**src/rtl/core/text_console_writer_macros.svh**
```systemverilog
// ----------------------------------------------------------------------------
// text_console_writer_macros.svh
// Assertion macros used by the console writer top module.
// ----------------------------------------------------------------------------
`ifndef TEXT_CONSOLE_WRITER_MACROS_SVH
`define TEXT_CONSOLE_WRITER_MACROS_SVH

`ifndef SYNTH
// Condition must hold at every clock edge out of reset
`define TCW_ASSERT_ALWAYS(lbl, clk, rst_n, expr) \
	lbl: assert property (@(posedge clk) disable iff (!rst_n) (expr)) \
		else $error("assertion failed: invariant");
// Antecedent implies consequent in the same cycle
`define TCW_ASSERT_IMP(lbl, clk, rst_n, ante, cons) \
	lbl: assert property (@(posedge clk) disable iff (!rst_n) (ante) |-> (cons)) \
		else $error("assertion failed: implication");
// Antecedent implies consequent in the next cycle
`define TCW_ASSERT_NXT(lbl, clk, rst_n, ante, cons) \
	lbl: assert property (@(posedge clk) disable iff (!rst_n) (ante) |=> (cons)) \
		else $error("assertion failed: next-cycle implication");
`else
`define TCW_ASSERT_ALWAYS(lbl, clk, rst_n, expr)
`define TCW_ASSERT_IMP(lbl, clk, rst_n, ante, cons)
`define TCW_ASSERT_NXT(lbl, clk, rst_n, ante, cons)
`endif

`endif

```
**src/rtl/core/tcw_pkg.sv**
```systemverilog
// ----------------------------------------------------------------------------
// tcw_pkg
// Types and constants of the text console writer.
// ----------------------------------------------------------------------------
package tcw_pkg;

	// Screen geometry
	localparam int COLUMNS    = 80;
	localparam int ROWS       = 25;
	localparam int CELL_COUNT = COLUMNS * ROWS;
	localparam int CELL_AW    = 11;

	// Field widths
	localparam int TYPE_W = 2;
	localparam int CHAR_W = 8;
	localparam int CELL_W = 16;
	localparam int COL_W  = 7;
	localparam int ROW_W  = 5;

	// Character codes
	localparam logic [CHAR_W-1:0] NEWLINE_CODE = 8'h0A;
	localparam logic [CHAR_W-1:0] SPACE_CODE   = 8'h20;

	// Request kinds
	typedef enum logic [TYPE_W-1:0] {
		REQ_PUT  = 2'd0,
		REQ_READ = 2'd1,
		REQ_LOAD = 2'd2
	} req_kind_t;

	// Cursor view handed from the cursor unit to the controller
	typedef struct packed {
		logic [COL_W-1:0]   cur_col;
		logic [ROW_W-1:0]   cur_row;
		logic [CELL_AW-1:0] cell_addr;
		logic [COL_W-1:0]   nxt_col;
		logic [ROW_W-1:0]   nxt_row;
		logic               full;
	} cursor_info_t;

endpackage

```
**src/rtl/core/tcw_cursor.sv**
```systemverilog
// ----------------------------------------------------------------------------
// tcw_cursor
// Write cursor: current position, cell index and position after a put.
// ----------------------------------------------------------------------------
module tcw_cursor import tcw_pkg::*; (
	input  logic              clk,
	input  logic              arst_n,
	input  logic              put_en,
	input  logic [CHAR_W-1:0] char_code,
	output cursor_info_t      info
);

	logic [COL_W-1:0] col_q;
	logic [ROW_W-1:0] row_q;
	logic [COL_W-1:0] col_inc;
	logic [ROW_W-1:0] row_inc;
	logic [COL_W-1:0] nxt_col;
	logic [ROW_W-1:0] nxt_row;
	logic             full;

	assign col_inc = col_q + COL_W'(1);
	assign row_inc = row_q + ROW_W'(1);

	// Newline, column wrap, then screen-full wrap to the origin
	always_comb begin
		nxt_col = col_inc;
		nxt_row = row_q;
		if (char_code == NEWLINE_CODE || col_inc >= COL_W'(COLUMNS)) begin
			nxt_col = '0;
			nxt_row = row_inc;
		end
		full = (nxt_row >= ROW_W'(ROWS));
		if (full) begin
			nxt_col = '0;
			nxt_row = '0;
		end
	end

	always_ff @(posedge clk or negedge arst_n) begin
		if (!arst_n) begin
			col_q <= '0;
			row_q <= '0;
		end else if (put_en) begin
			col_q <= nxt_col;
			row_q <= nxt_row;
		end
	end

	assign info.cur_col   = col_q;
	assign info.cur_row   = row_q;
	assign info.cell_addr = CELL_AW'(row_q) * CELL_AW'(COLUMNS) + CELL_AW'(col_q);
	assign info.nxt_col   = nxt_col;
	assign info.nxt_row   = nxt_row;
	assign info.full      = full;

endmodule
```
**config.mk**
```make
export PLATFORM = sky130hd
export DESIGN_NAME = tcw_cursor
export DESIGN_NICKNAME = d
export VERILOG_FILES = /design/src/rtl/core/text_console_writer_macros.svh /design/src/rtl/core/tcw_pkg.sv /design/src/rtl/core/tcw_cursor.sv
export SDC_FILE = /design/constraint.sdc
export NUM_CORES = 1
export LEC_CHECK = 0
export ABC_CLOCK_PERIOD_IN_PS = 3350
export BUFFER_PORTS_ARGS = -buffer_cell sky130_fd_sc_hd__clkbuf_2
export CORE_MARGIN = 3
export CORE_UTILIZATION = 45
export DETAILED_ROUTE_END_ITERATION = 10
export HOLD_SLACK_MARGIN = 0.15
export PLACE_DENSITY = 0.82
export SLEW_MARGIN = 10
export SYNTH_ARGS = -nofsm -noshare
export SYNTH_HDL_FRONTEND = slang
export SYNTH_SLANG_ARGS = --single-unit
```
**constraint.sdc**
```tcl
create_clock -name clk -period 3.35 [get_ports clk]
set_input_delay 0.67 -clock clk [delete_from_list [all_inputs] [get_ports clk]]
set_output_delay 0.67 -clock clk [all_outputs]
set_load 0.05 [all_outputs]
```
==> results of run 1 <==
==> worst max-delay path: stages, from the launching register on <==
cell and delay (ps):
dfrtp_1 440, ha_1 360, fa_2 420, xnor2_2 150, or3b_4 420, xor2_4 180
xnor2_4 160, buf_8 160
==> synthesized netlist by cell type (4+ instances only) <==
library cell,count,area (um^2)
a21oi_1,5,25.0
buf_4,5,37.5
dfrtp_1,12,300
ha_1,11,138
inv_1,7,26.3
mux2_2,4,45.0
mux2i_1,4,40.0
nand2_1,15,56.3
nand3_1,6,30.0
nor2_1,18,67.6
o21ai_0,4,20.0
o21ai_1,4,20.0
xnor2_1,12,105
==> cell families (layout without fill, tap and decap cells) <==
family                   after synthesis  after routing  synth area share
AND/OR/NAND/NOR                       63             63             0.247
multiplexers                           8              8            0.0631
adder cells (fa/ha/maj)               13             13             0.132
buffers and inverters                 18             71            0.0659
flip-flops                            12             12             0.223
XOR/XNOR                              14             14            0.0910
AO/OA/AOI/OAI                         29             29             0.178
==> path summary, 6_finish.rpt <==
path,start,to,slack [ps],cells past startpoint
setup / recovery,row_q[2],info[23],100,7
hold / removal,arst_n,col_q[1],270,1
setup reg to reg,col_q[0],row_q[2],1050,9
max in group asynchronous,arst_n,row_q[1],2820,1
hold reg to reg,col_q[2],col_q[2],640,2
min in group clk,col_q[2],col_q[2],640,2
==> through the flow <==
step                instance area [um^2]  setup TNS, ps  setup WS (ps)
finish                              1890              0            102
global route                        1890              0           11.8
CTS                                 1820              0           5.59
detailed placement                  1740          -32.3          -32.3
global placement                    1740              0           39.2
floorplan                           1380          -63.0          -63.0
==> area by class of cell <==
cell class	instances	area [um^2]	share of cell area
multi-input combinational	127	1080	0.570
timing repair buffer	60	408	0.215
sequential	12	304	0.161
tap	31	38.8	0.0205
clock buffer	4	36.3	0.0192
inverter	7	26.3	0.0139
==> layer usage <==
layer  vias up  wire [um]
li1        662          -
met1       591       1430
met2        41       1660
met3         7        190
met4         0         38
met5         -          0
==> where the power goes <==
| group | internal (mW) | leakage, nW | total (mW) | switching (mW) |
|---|---|---|---|---|
| sequential | 0.177 | 0.144 | 0.219 | 0.0420 |
| clock | 0.0662 | 0.0210 | 0.121 | 0.0544 |
| combinational | 0.194 | 0.746 | 0.733 | 0.540 |
==> placed cells by master (no fill, tap or decap), types with 5 or more instances in the layout <==
master    count
clkbuf_2     40
nand2_1      15
buf_4        14
nor2_1       13
xnor2_1      10
dfrtp_1       9
ha_1          8
inv_1         7
nand3_1       6
a21oi_1       5
==> flip-flops by register name, summed over array words and instances (netlist names) <==
signal / flops
col_q: 7
row_q: 5
==> timing repair <==
item | in CTS | in global routing
buffers inserted | 1 | 1
gates resized for setup | 8 | 13
gates cloned | 0 | 0
pin swaps | 1 | 3
hold endpoints to repair | 0 | 0
setup endpoints to repair | 6 | 7
==> summary.txt, run 1 <==
Routing
  – Detail Route Antenna Nets: 0
  – Iter 0 DRT Violations: 35
  – Via count: 1301
  – Vias/cell: 5.40
  – WL/cell: 13.7 um
  – WL final: 3310 um
  – Drt first pass iters: 4
  – DRC errors left: 0

STA
  – Final hold violation count: 0
  – Final setup violation count: 0
  – Fin crit share: 0.969
  – Slew HR: 0.733
  – RSZ-0062 raised after global routing: no
  – Final Critical Period: 3250 ps
  – FMAX: 308 MHz
  – Fin. max-slew vios: 0
  – Measured slew at the worst slew-check pin: 401 ps
  – Fin Hold WS: 266 ps
  – Setup Skew: 3.48 ps

Logic synthesis
  – YS warnings: 0
  – Ys async rst share: 1.00
  – Post-synth EDFFs: 0
  – Yosys cell types: 45
  – Avg Inst Size Synth: 8.58 um^2
  – Post-Syn Instances: 157
  – Prevailing post-synth register cell: dfrtp_1
  – Post-Syn Area: 1350 um^2
  – Sequential share of the synthesized area: 0.223
  – Synthesized flop and latch total: 12
  – Mapped Nets: 181

Clock tree
  – Hold Buf Count CTS: 0
  – Clock slew at reported path FFs: 80 ps
  – Root Buffer: clkbuf_4
  – Clock buffer depth: 2
  – Clock Sinks: 12
  – CTS buffer count: 3
  – Number of H-tree levels: 1
  – Worst skew pair latency: 280 ps
  – CTS tree: done

Die
  – I/O Pins: 47
  – Core area: 2810 um^2
  – Die height: 60.7 um
  – Die area: 3690 um^2
  – Die X: 60.7 um
  – Core Rows: 19
  – Initial core utilization: 0.480

Global route
  – Pin count of the biggest net entering global routing: 19
  – Most Crowded Layer GR: met2
  – M3 GR Usage: 0.0298
  – Antenna violations before repair: 0
  – Global route overflow: 0
  – M1 GR Usage: 0.249
  – Vias in the first global route: 1209
  – GRT Total Usage: 0.188
  – Met2 usage: 0.318
  – First-pass GRT wire length: 5350 um

Finish
  – Diode count: 0
  – Layout Cells excl Fill: 241
  – Fraction of layout cells with a size suffix above 1: 0.448
  – Fill count: 230
  – Final net count: 235
  – Synth-to-Final Area Change: 40.5%
  – Util after Layout: 0.675

Power and ir drop
  – LEAKAGE: 0.911 nW
  – Peak VDD IR: 0.000612 V
  – Power consumption: 1.07 mW
  – PwrDens: 567 nW/um^2

Worst setup path
  – CP Data Arrival Time: 2580 ps
  – WS Path Type: reg -> out
  – Worst Path Required: 2680 ps
  – CP max FO: 4
  – Worst setup SP type: flip-flop
  – Critical Path Sink Type: output port

Place
  – I/O Buffers: 46
  – GP Congestion: 0.885
  – Cells after DPL: 235
  – Hpwl dp: 2570 um

Min path
  – Hold Path Class: in -> async

Status
  – Outcome: finished, final reports clean

Run
  – Max Cap Viol: 0
Power figures use the tool's default switching activity.
==> run 2: changes to the inputs <==
CTS_BUF_LIST = sky130_fd_sc_hd__clkbuf_16   (was not set)
==> summary.txt, run 2 (same netlist as run 1, synthesis figures left out) <==
Status
  – Outcome: finished, final reports clean (unchanged)

Worst setup path
  – Crit path max-delay cell type: or4_1 (was dfrtp_1)
  – CP Data Arrival Time: 2590 ps (was 2580 ps)
  – Critical Path Sink Type: output port (unchanged)
  – WS Path Type: in -> out (was reg -> out)
  – Worst setup SP type: primary input (was flip-flop)
  – Critical Path Max Stage Delay: 550 ps (was 440 ps)
  – Most used cell along the critical path: clkbuf_2
  – Crit path max-delay family: simple AND/OR/NAND/NOR gates (was adder cells)
  – Crit path cell chain: clkbuf_2 -> or4_1 -> nor2_1 -> o211ai_4 -> or3_1 -> nand3b_1 -> nor2_2 -> clkbuf_2 (was ha_1 -> fa_2 -> xnor2_2 -> or3b_4 -> xor2_4 -> xnor2_4 -> buf_8)
  – CP startpoint: char_code[5] (was row_q[2])
  – CP max FO: 5 (was 4)
  – Worst Path Required: 2680 ps (about the same)
  – RR Startpoint: col_q[0] (unchanged)
  – Buffers plus inverters on the worst setup path: 2 (was 1)

Power and ir drop
  – Switch Pwr: 642 uW (was 636 uW)
  – Combinational Power Share: 0.624 (was 0.683)
  – Reg power frac: 0.186 (was 0.204)
  – Clk pwr share: 0.190 (was 0.112)
  – Internal power: 522 uW (was 437 uW)
  – LEAKAGE: 0.915 nW (was 0.911 nW)
  – PwrDens: 616 nW/um^2 (was 567 nW/um^2)
  – Peak VDD IR: 0.000612 V (about the same)
  – Sw Ratio: 0.551 (was 0.593)

STA
  – Setup Skew: 3.35 ps (was 3.48 ps)
  – Final Critical Period: 3260 ps (was 3250 ps)
  – Final setup violation count: 0 (unchanged)
  – Measured slew at the worst slew-check pin: 401 ps (about the same)
  – PnR worst setup slack: 94.1 ps (was 102 ps)
  – Fin. max-slew vios: 0 (unchanged)
  – Final hold violation count: 0 (unchanged)
  – Slew HR: 0.733 (about the same)
  – FMAX: 307 MHz (was 308 MHz)
  – Fin crit share: 0.972 (was 0.969)
  – RSZ-0062 raised after global routing: no (unchanged)

Finish
  – Layout Cells excl Fill: 242 (was 241)
  – Synth-to-Final Area Change: 40.1% (was 40.5%)
  – Largest regs: col_q: 7 flops, row_q: 5 flops (unchanged)
  – Fraction of layout cells with a size suffix above 1: 0.431 (was 0.448)
  – Biggest register: col_q (unchanged)
  – Commonest non-fill, non-tap cell in the layout: clkbuf_2 (unchanged)
  – Final net count: 236 (was 235)
  – Commonest non-fill, non-tap cells in the layout: 41 x clkbuf_2, 15 x nand2_1, 15 x buf_4 (was 40 x clkbuf_2, 15 x nand2_1, 14 x buf_4)
  – Diode count: 0 (unchanged)
  – Number of flip-flops in the largest register: 7 (unchanged)

Routing
  – DRC errors left: 0 (unchanged)
  – Detail Route Antenna Nets: 0 (unchanged)
  – Iter 0 DRT Violations: 45 (was 35)
  – Drt first pass iters: 4 (unchanged)
  – WL final: 3320 um (was 3310 um)
  – Vias/cell: 5.46 (was 5.40)
  – WL/cell: 13.7 um (about the same)
  – Via count: 1321 (was 1301)

Clock tree
  – Clock slew at reported path FFs: 40 ps (was 80 ps)
  – Root Buffer: clkbuf_16 (was clkbuf_4)
  – CTS buffer count: 3 (unchanged)
  – Hold Buf Count CTS: 0 (unchanged)
  – Worst skew pair latency: 240 ps (was 280 ps)
  – CTS tree: done (unchanged)
  – Number of H-tree levels: 1 (unchanged)
  – Clock buffer depth: 2 (unchanged)
  – Clock Sinks: 12 (unchanged)

Global route
  – Global route overflow: 0 (unchanged)
  – First-pass GRT wire length: 5390 um (was 5350 um)
  – Antenna violations before repair: 0 (unchanged)
  – GRT Total Usage: 0.191 (was 0.188)
  – Vias in the first global route: 1206 (was 1209)
  – Pin count of the biggest net entering global routing: 19 (unchanged)

Die
  – Die height: 60.7 um (unchanged)
  – Core Rows: 19 (unchanged)
  – I/O Pins: 47 (unchanged)
  – Initial core utilization: 0.480 (unchanged)
  – Core area: 2810 um^2 (unchanged)
  – Die area: 3690 um^2 (unchanged)
  – Die X: 60.7 um (unchanged)

Place
  – GP Congestion: 0.885 (unchanged)
  – I/O Buffers: 46 (unchanged)
  – Post-place setup slack: -32.3 ps (unchanged)
  – Cells after DPL: 235 (unchanged)
  – Hpwl dp: 2570 um (unchanged)

Min path
  – Hold Path Class: in -> async (unchanged)

Run
  – Max Cap Viol: 0 (unchanged)
-- run 2: cell types whose count changed in the layout (fill, tap and decap cells not counted), moves of 2 or more --
cell,change
clkbuf_4,-4
clkbuf_16,+3
ha_4,-3
ha_2,+2
nor2_2,+2
nor2_4,-2
-- run 2: cell type report --
cell class              instances  area (um^2)
fillers                       228          917
multi-input cells             127         1030
clock buffers                   3         75.1
repair buffers                 61          413
clock inverters                 1         3.75
inverters                       7         26.3
well taps                      31         38.8
flip-flops and latches         12          304
-- run 2: timing repair --
item / in CTS / in global routing
buffers inserted: 1 / 2
pin swaps: 0 / 3
gates resized for setup: 7 / 4
setup endpoints to repair: 5 / 5
-- run 2: routing by layer --
metal / vias to the layer above / track usage / part of all wire
met5: - / 0 / 0
met4: 0 / 0.0464 / 0.0087
met3: 4 / 0.0255 / 0.062
met2: 47 / 0.330 / 0.50
met1: 604 / 0.253 / 0.43
li1: 666 / - / -
-- run 2: worst register-to-register path, stage by stage, from the launching register on --
cell and delay (ps):
dfrtp_2 350, ha_2 220, nand3_4 110, or3_4 420
o221a_4 130, o211ai_4 210, or3_1 140, nand3b_1 230
buf_4 230, o31ai_1 240
-- run 2: worst paths after layout --
| kind | end | slack, ps | cells after the start |
|---|---|---|---|
| min in group clk | col_q[0] | 620 | 2 |
| setup reg to reg | row_q[0] | 940 | 9 |
| hold / removal | col_q[1] | 320 | 1 |
| hold reg to reg | col_q[0] | 620 | 2 |
| setup / recovery | info[1] | 90 | 8 |
| max in group asynchronous | row_q[1] | 2760 | 1 |
-- run 2: power by group through the flow --
stage	clock network, mW	registers [mW]	logic, mW
global route	0.237	0.224	0.765
global placement	0	0.224	0.696
finish	0.222	0.216	0.726
floorplan	0	0.339	0.449
CTS	0.223	0.213	0.725
detailed placement	0	0.224	0.701
-- run 2: through the flow --
step                       util  power, mW  area, um^2  hold slack, ps  TNS, ps
after global routing      0.673       1.22        1890             335        0
after floorplan               -      0.788        1380             374    -63.0
after global placement    0.620      0.920        1740             580        0
after CTS                 0.663       1.16        1860             328        0
after detailed placement  0.620      0.925        1740             583    -32.3
final                     0.673       1.16        1890             315        0
==> run 3: changes to the inputs <==
GPL_TIMING_DRIVEN = 0   (was not set)
==> summary.txt, run 3 (same netlist as run 1, synthesis figures left out) <==
STA
  – Total negative slack: 0 ps (unchanged)
  – Final Critical Period: 3280 ps (was 3260 ps)
  – RSZ-0062 raised after global routing: no (unchanged)
  – Fin Hold WS: 316 ps (was 315 ps)
  – Measured slew at the worst slew-check pin: 595 ps (was 401 ps)
  – FMAX: 305 MHz (was 307 MHz)
  – Final setup violation count: 0 (unchanged)
  – Slew HR: 0.603 (was 0.733)
  – Fin. max-slew vios: 0 (unchanged)
  – Setup Skew: 5.60 ps (was 3.35 ps)
  – Final hold violation count: 0 (unchanged)
  – Fin crit share: 0.979 (was 0.972)

Clock tree
  – Worst skew pair latency: 240 ps (about the same)
  – CTS tree: done (unchanged)
  – Clock Sinks: 12 (unchanged)
  – Root Buffer: clkbuf_16 (unchanged)
  – Clock slew at reported path FFs: 40 ps (about the same)
  – Number of H-tree levels: 1 (unchanged)
  – Clock buffer depth: 2 (unchanged)
  – CTS buffer count: 3 (unchanged)

Global route
  – Global route overflow: 0 (unchanged)
  – First-pass GRT wire length: 5800 um (was 5390 um)
  – GRT Total Usage: 0.206 (was 0.191)
  – Pin count of the biggest net entering global routing: 13 (was 19)
  – Antenna violations before repair: 0 (unchanged)
  – Vias in the first global route: 1289 (was 1206)

Die
  – Die height: 60.7 um (unchanged)
  – Core Rows: 19 (unchanged)
  – Initial core utilization: 0.480 (unchanged)
  – I/O Pins: 47 (unchanged)
  – Core area: 2810 um^2 (unchanged)
  – Die X: 60.7 um (unchanged)
  – Die area: 3690 um^2 (unchanged)

Power and ir drop
  – LEAKAGE: 0.900 nW (was 0.915 nW)
  – Internal power: 530 uW (was 522 uW)
  – PwrDens: 620 nW/um^2 (was 616 nW/um^2)
  – Combinational Power Share: 0.616 (was 0.624)
  – Peak VDD IR: 0.000645 V (was 0.000612 V)
  – Reg power frac: 0.201 (was 0.186)
  – Switch Pwr: 643 uW (was 642 uW)
  – Clk pwr share: 0.183 (was 0.190)
  – Power consumption: 1.17 mW (was 1.16 mW)
  – Sw Ratio: 0.548 (was 0.551)

Place
  – Placed cell area: 1650 um^2 (was 1740 um^2)
  – GP Congestion: 0.880 (was 0.885)
  – Hpwl dp: 2520 um (was 2570 um)
  – I/O Buffers: 45 (was 46)

Routing
  – WL/cell: 14.4 um (was 13.7 um)
  – DRC errors left: 0 (unchanged)
  – Vias/cell: 5.50 (was 5.46)
  – Detail Route Antenna Nets: 0 (unchanged)
  – Via count: 1347 (was 1321)
  – WL final: 3540 um (was 3320 um)
  – Iter 0 DRT Violations: 35 (was 45)
  – Drt first pass iters: 4 (unchanged)

Worst setup path
  – Worst setup SP type: flip-flop (was primary input)
  – CP Data Arrival Time: 2610 ps (was 2590 ps)
  – Worst Path Required: 2680 ps (about the same)
  – CP max FO: 5 (unchanged)
  – WS Path Type: reg -> out (was in -> out)
  – Critical Path Sink Type: output port (unchanged)

Finish
  – Final net count: 239 (was 236)
  – Biggest register: col_q (unchanged)
  – Commonest non-fill, non-tap cells in the layout: 38 x clkbuf_2, 16 x buf_4, 15 x nand2_1 (was 41 x clkbuf_2, 15 x nand2_1, 15 x buf_4)
  – Fin area: 1890 um^2 (about the same)
  – Fraction of layout cells with a size suffix above 1: 0.458 (was 0.431)
  – Largest regs: col_q: 7 flops, row_q: 5 flops (unchanged)
  – Diode count: 0 (unchanged)
  – Synth-to-Final Area Change: 40.4% (was 40.1%)
  – Number of flip-flops in the largest register: 7 (unchanged)
  – Commonest non-fill, non-tap cell in the layout: clkbuf_2 (unchanged)

Status
  – Outcome: finished, final reports clean (unchanged)

Run
  – Max Cap Viol: 0 (unchanged)

Min path
  – Hold Path Class: in -> async (unchanged)
==> run 3: worst max-delay path, cell delays in order (launching register included) <==
cell,delay (ps)
dfrtp_2,440
ha_1,240
ha_4,180
fa_2,590
or3b_4,420
xor2_4,180
xnor2_4,160
buf_8,160
==> run 3: through the flow <==
| stage | util | setup slack, ps | cells |
|---|---|---|---|
| after detailed placement | 0.587 | -125 | 233 |
| final | 0.674 | 70.6 | 245 |
| after global routing | 0.674 | 4.07 | 245 |
| after floorplan | - | -63.0 | 157 |
| after global placement | 0.587 | -112 | 233 |
| after CTS | 0.644 | 7.52 | 240 |
==> run 3: area by class of cell <==
class                           instances  area, um^2
Multi-Input combinational cell        127        1060
Fill cell                             242         913
Timing Repair Buffer                   53         310
Sequential cell                        12         309
Clock buffer                            3        75.1
Buffer                                 11        65.1
Tap cell                               31        38.8
Inverter                                7        26.3
Clock inverter                          1        3.75
==> run 3: timing repair <==
action,CTS,global route
pin swaps,1,3
endpoints found under the setup margin,7,7
hold buffers,0,0
buffers inserted,3,5
gates resized for setup,16,13
gates cloned,0,0
==> run 3: worst paths after layout <==
check,start,end,slack (ps),cells after the start
worst max-delay path,row_q[2],info[23],70,7
worst min-delay path,arst_n,col_q[1],320,1
worst max register to register,col_q[0],row_q[0],970,10
worst min register to register,col_q[4],col_q[4],600,1
max in group asynchronous,arst_n,row_q[0],2770,1
min in group clk,col_q[4],col_q[4],600,1
==> run 3: layer usage <==
layer	vias to the layer above	wire length [um]	GRT usage
met5	-	0	0
met4	0	36	0.0681
met3	4	164	0.0234
met2	46	1820	0.359
met1	632	1520	0.264
li1	665	-	-
==> run 3: power groups by stage <==
stage,sequential [mW],clock [mW],combinational (mW)
final,0.236,0.215,0.722
after global routing,0.245,0.227,0.768
after CTS,0.231,0.218,0.719
after detailed placement,0.245,0,0.681
after global placement,0.244,0,0.677
after floorplan,0.339,0,0.449
